**config.mk**
```make
export PLATFORM = sky130hd
export DESIGN_NAME = dnnm_ctrl
export DESIGN_NICKNAME = d
export VERILOG_FILES = /design/src/hdl/dnnm_pkg.sv /design/src/hdl/dnnm_ctrl.sv
export SDC_FILE = /design/constraint.sdc
export NUM_CORES = 1
export LEC_CHECK = 0
export BUFFER_PORTS_ARGS = -buffer_cell sky130_fd_sc_hd__buf_4
export CORE_AREA = 2 2 39 41
export CTS_CLUSTER_SIZE = 12
export DETAILED_ROUTE_END_ITERATION = 10
export DIE_AREA = 0 0 41 43
export PLACE_DENSITY_LB_ADDON = 0.3
export SLEW_MARGIN = 15
export SYNTH_ARGS = -nofsm -noshare
export SYNTH_HDL_FRONTEND = slang
export SYNTH_SLANG_ARGS = --single-unit
```
**constraint.sdc**
```tcl
create_clock -name i_clk -period 3.3 [get_ports i_clk]
set_input_delay 0.33 -clock i_clk [delete_from_list [all_inputs] [get_ports i_clk]]
set_output_delay 0.33 -clock i_clk [all_outputs]
set_load 0.01 [all_outputs]
```
**src/hdl/dnnm_pkg.sv**
```systemverilog
package dnnm_pkg;

    localparam int unsigned TIDX_W = 10;
    localparam int unsigned BIN_W  = 6;
    localparam int unsigned VAL_W  = 16;
    localparam int unsigned SRC_W  = 16;
    localparam int unsigned DIST_W = 38;

    localparam logic [1:0] OP_CLEAR  = 2'd0;
    localparam logic [1:0] OP_LOAD   = 2'd1;
    localparam logic [1:0] OP_QUERY  = 2'd2;
    localparam logic [1:0] OP_UNUSED = 2'd3;

    typedef struct packed {
        logic [1:0]        op;
        logic [TIDX_W-1:0] target_index;
        logic [BIN_W-1:0]  bin_index;
        logic [VAL_W-1:0]  bin_value;
        logic [SRC_W-1:0]  source_index;
    } t_in_item;

    typedef struct packed {
        logic [SRC_W-1:0]  query_index;
        logic [TIDX_W-1:0] best_target;
        logic [DIST_W-1:0] best_distance;
    } t_out_item;

    typedef enum logic [2:0] {
        ST_IDLE,
        ST_SCAN,
        ST_DRAIN,
        ST_OUT
    } t_state;

    typedef struct packed {
        logic accept;
        logic scan_start;
        logic scan_run;
        logic out_load;
    } t_cmd;

    typedef struct packed {
        logic start_req;
        logic scan_last;
        logic pipe_empty;
        logic out_full;
    } t_status;

endpackage

```
**src/hdl/dnnm_ctrl.sv**
```systemverilog
module dnnm_ctrl (
    input  logic               i_clk,
    input  logic               i_rst_n,
    input  logic               i_in_valid,
    input  dnnm_pkg::t_status  i_status,
    output dnnm_pkg::t_cmd     o_cmd,
    output logic               o_in_stall
);
    import dnnm_pkg::*;

    t_state r_state, n_state;

    always_ff @(posedge i_clk) begin
        if (!i_rst_n) begin
            r_state <= ST_IDLE;
        end else begin
            r_state <= n_state;
        end
    end

    always_comb begin
        n_state = r_state;
        o_cmd = '0;
        o_in_stall = 1'b1;
        case (r_state)
            ST_IDLE: begin
                o_in_stall = 1'b0;
                o_cmd.accept = i_in_valid;
                if (i_in_valid && i_status.start_req) begin
                    o_cmd.scan_start = 1'b1;
                    n_state = ST_SCAN;
                end
            end
            ST_SCAN: begin
                o_cmd.scan_run = 1'b1;
                if (i_status.scan_last) begin
                    n_state = ST_DRAIN;
                end
            end
            ST_DRAIN: begin
                if (i_status.pipe_empty) begin
                    n_state = ST_OUT;
                end
            end
            ST_OUT: begin
                if (!i_status.out_full) begin
                    o_cmd.out_load = 1'b1;
                    n_state = ST_IDLE;
                end
            end
            default: n_state = ST_IDLE;
        endcase
    end

endmodule

```
==> metrics <==
outcome=complete, no violations; remaining antenna violation count=0; routed vias/inst=3.648; pre-CTS WS=1743 ps; Final setup viols=0; Hold Buf Count CTS=0; CTS resizes=0; slew margin rel.=between 70% and 80%; yosys warns=0; Slew Limit Fails=0; num rows=14; Die H=about 43 um; # clock sinks=2; dpl hpwl=approximately 380 um; Worst-path clk slew=around 30 ps; sequential area share after synthesis=around a fifth; Worst Skew=0.7075 ps; Worst-Skew Late Latency=approximately 220 ps; Synth Instances=24; vias post-DR=approximately 200; upper clock frequency limit=roughly 650 MHz; cell count of the worst hold path=3; boundary pin count=12; I/O Buffers=11; first-pass GRT wire length=slightly below 700 um; maxcap violations=0; final worst-path setup slack=1751 ps; worst r2r path cells=5; post-synth cell types=14; Top reg by flops=r_state; most frequent cells in the layout=buf_4, ha_1; vias in the first global route=171; clock root buffer=clkbuf_4; Inserted Diodes=0; initial antenna violation count=0; DRT iter0 DRCs=0; PD cells=roughly 710 nW/um^2; syn_area_per_cell=roughly 8.4 um^2; drt pass-1 iters=1; Finished Core Util=23.60%; min Tclk post-route=1549 ps; layout cell share with drive strength beyond 1=approximately two fifths; setup bufs post-CTS=0; Clock Path Buffers=2; core box area=~1400 um^2; post-route setup TNS=0 ps; CTS tree=done; Peak VDD IR=between 0.00015 and 0.0002 V; top cell type's share of synthesized area=roughly a quarter; Avg WL per Cell=a little over 8 um; worst-margin pin slew=around 420 ps; Synth area leader=ha_1; worst-path maximum fanout=4; synthesized flop and latch total=2; placed cell areas=approximately 300 um^2; Final nets=51; Leak=between 0.00015 and 0.0002 uW; CTS Buf Count=3; top post-synthesis cells by area=ha_1, dfxtp_1, nor2b_1, a2111oi_2, inv_1; CP startpoint kind=register; Total Power=between 200 and 250 uW; biggest regs=r_state (2); RSZ-0062 raised after global routing=no; Netlist Area Pre-Place=around 200 um^2; GPL Wtd Cong=roughly 0.61; Tcrit/Tclk final=46.93%; DRT met1 WL=197 um; post-route design area=around 330 um^2; syn nets=35; CP arrival=between 1500 and 2000 ps; total grt overflow=0; Die Wd=around 41 um; Hold Path Class=input port to register; Final Hold Viols=0; global-route usage over all layers=between 6 and 7%; Largest register FFs=2; Setup Crit Path Kind=register to register; Routed WL=~440 um; DR top layer=met3; Initial Utilization=around 15%; WL met2=209 um; worst path required time=around 3500 ps; Die ar.=around 1800 um^2; DR WL met3=34 um; area delta synth->final=62.11%; Post-route DRC=0; Critical Path End Type=register; largest net degree at the start of global routing=6; H-Tree Depth=1; commonest non-fill, non-tap cell in the layout=buf_4
## through the flow
stage / std cells / hold WS (ps)
finish: 54 / 393.9
global route: 54 / 403.5
CTS: 54 / 386.1
detailed placement: 51 / 497.1
global placement: 51 / 503.4
floorplan: 24 / 467.7
## Yosys cell counts, drive strengths merged
library cell  number
ha                 4
inv                3
nand2              3
nor2b              3
dfxtp              2
a2111oi            1
a21boi             1
and2               1
and3               1
mux2i              1
nor2               1
nor3               1
nor3b              1
o2bb2ai            1
## layout make-up
cell class / instances / area [um^2]
fillers: 158 / 1057
inverters: 3 / 11.26
multi-input cells: 19 / 150.1
repair buffers: 11 / 82.58
clock buffers: 3 / 22.52
flip-flops and latches: 2 / 40.04
well taps: 16 / 20.02
## power breakdown
part / internal (uW) / leakage [uW] / total, uW / switching [uW]
Combinational: 69.6 / 0.000133 / 135 / 65.1
Clock: 40.0 / 0.0000138 / 52.9 / 12.9
Sequential: 33.7 / 0.0000164 / 43.5 / 9.72
Total: 143 / 0.000163 / 231 / 87.7
## layer usage
| metal | GRT usage [%] | vias up |
|---|---|---|
| li1 | - | 108 |
| met1 | 7.962 | 83 |
| met2 | 6.875 | 6 |
| met3 | 1.571 | 0 |
| met4 | 8.000 | 0 |
| met5 | 0 | - |
## critical path, stage by stage (launching register included)
cell and delay, ps:
dfxtp_1 370, inv_1 80, ha_1 210, nor2b_1 150, a2111oi_2 460, mux2i_1 220
## path summary, 6_finish.rpt
| check | start | to | slack (ps) |
|---|---|---|---|
| setup / recovery | r_state[0] | r_state[1] | 1750 |
| hold / removal | i_rst_n | r_state[1] | 390 |
| setup reg to reg | r_state[0] | r_state[1] | 1750 |
| hold reg to reg | r_state[1] | r_state[1] | 500 |
## cell families after synthesis
| kind of cell | synth area share, % |
|---|---|
| adders and majority gates | 24.85 |
| muxes | 4.969 |
| DFF | 19.88 |
| and+or+nand+nor | 29.19 |
| buffers and inverters | 5.590 |
| AOI/OAI and AO/OA | 15.53 |
Note: power is estimated with default switching activity, not from simulation.
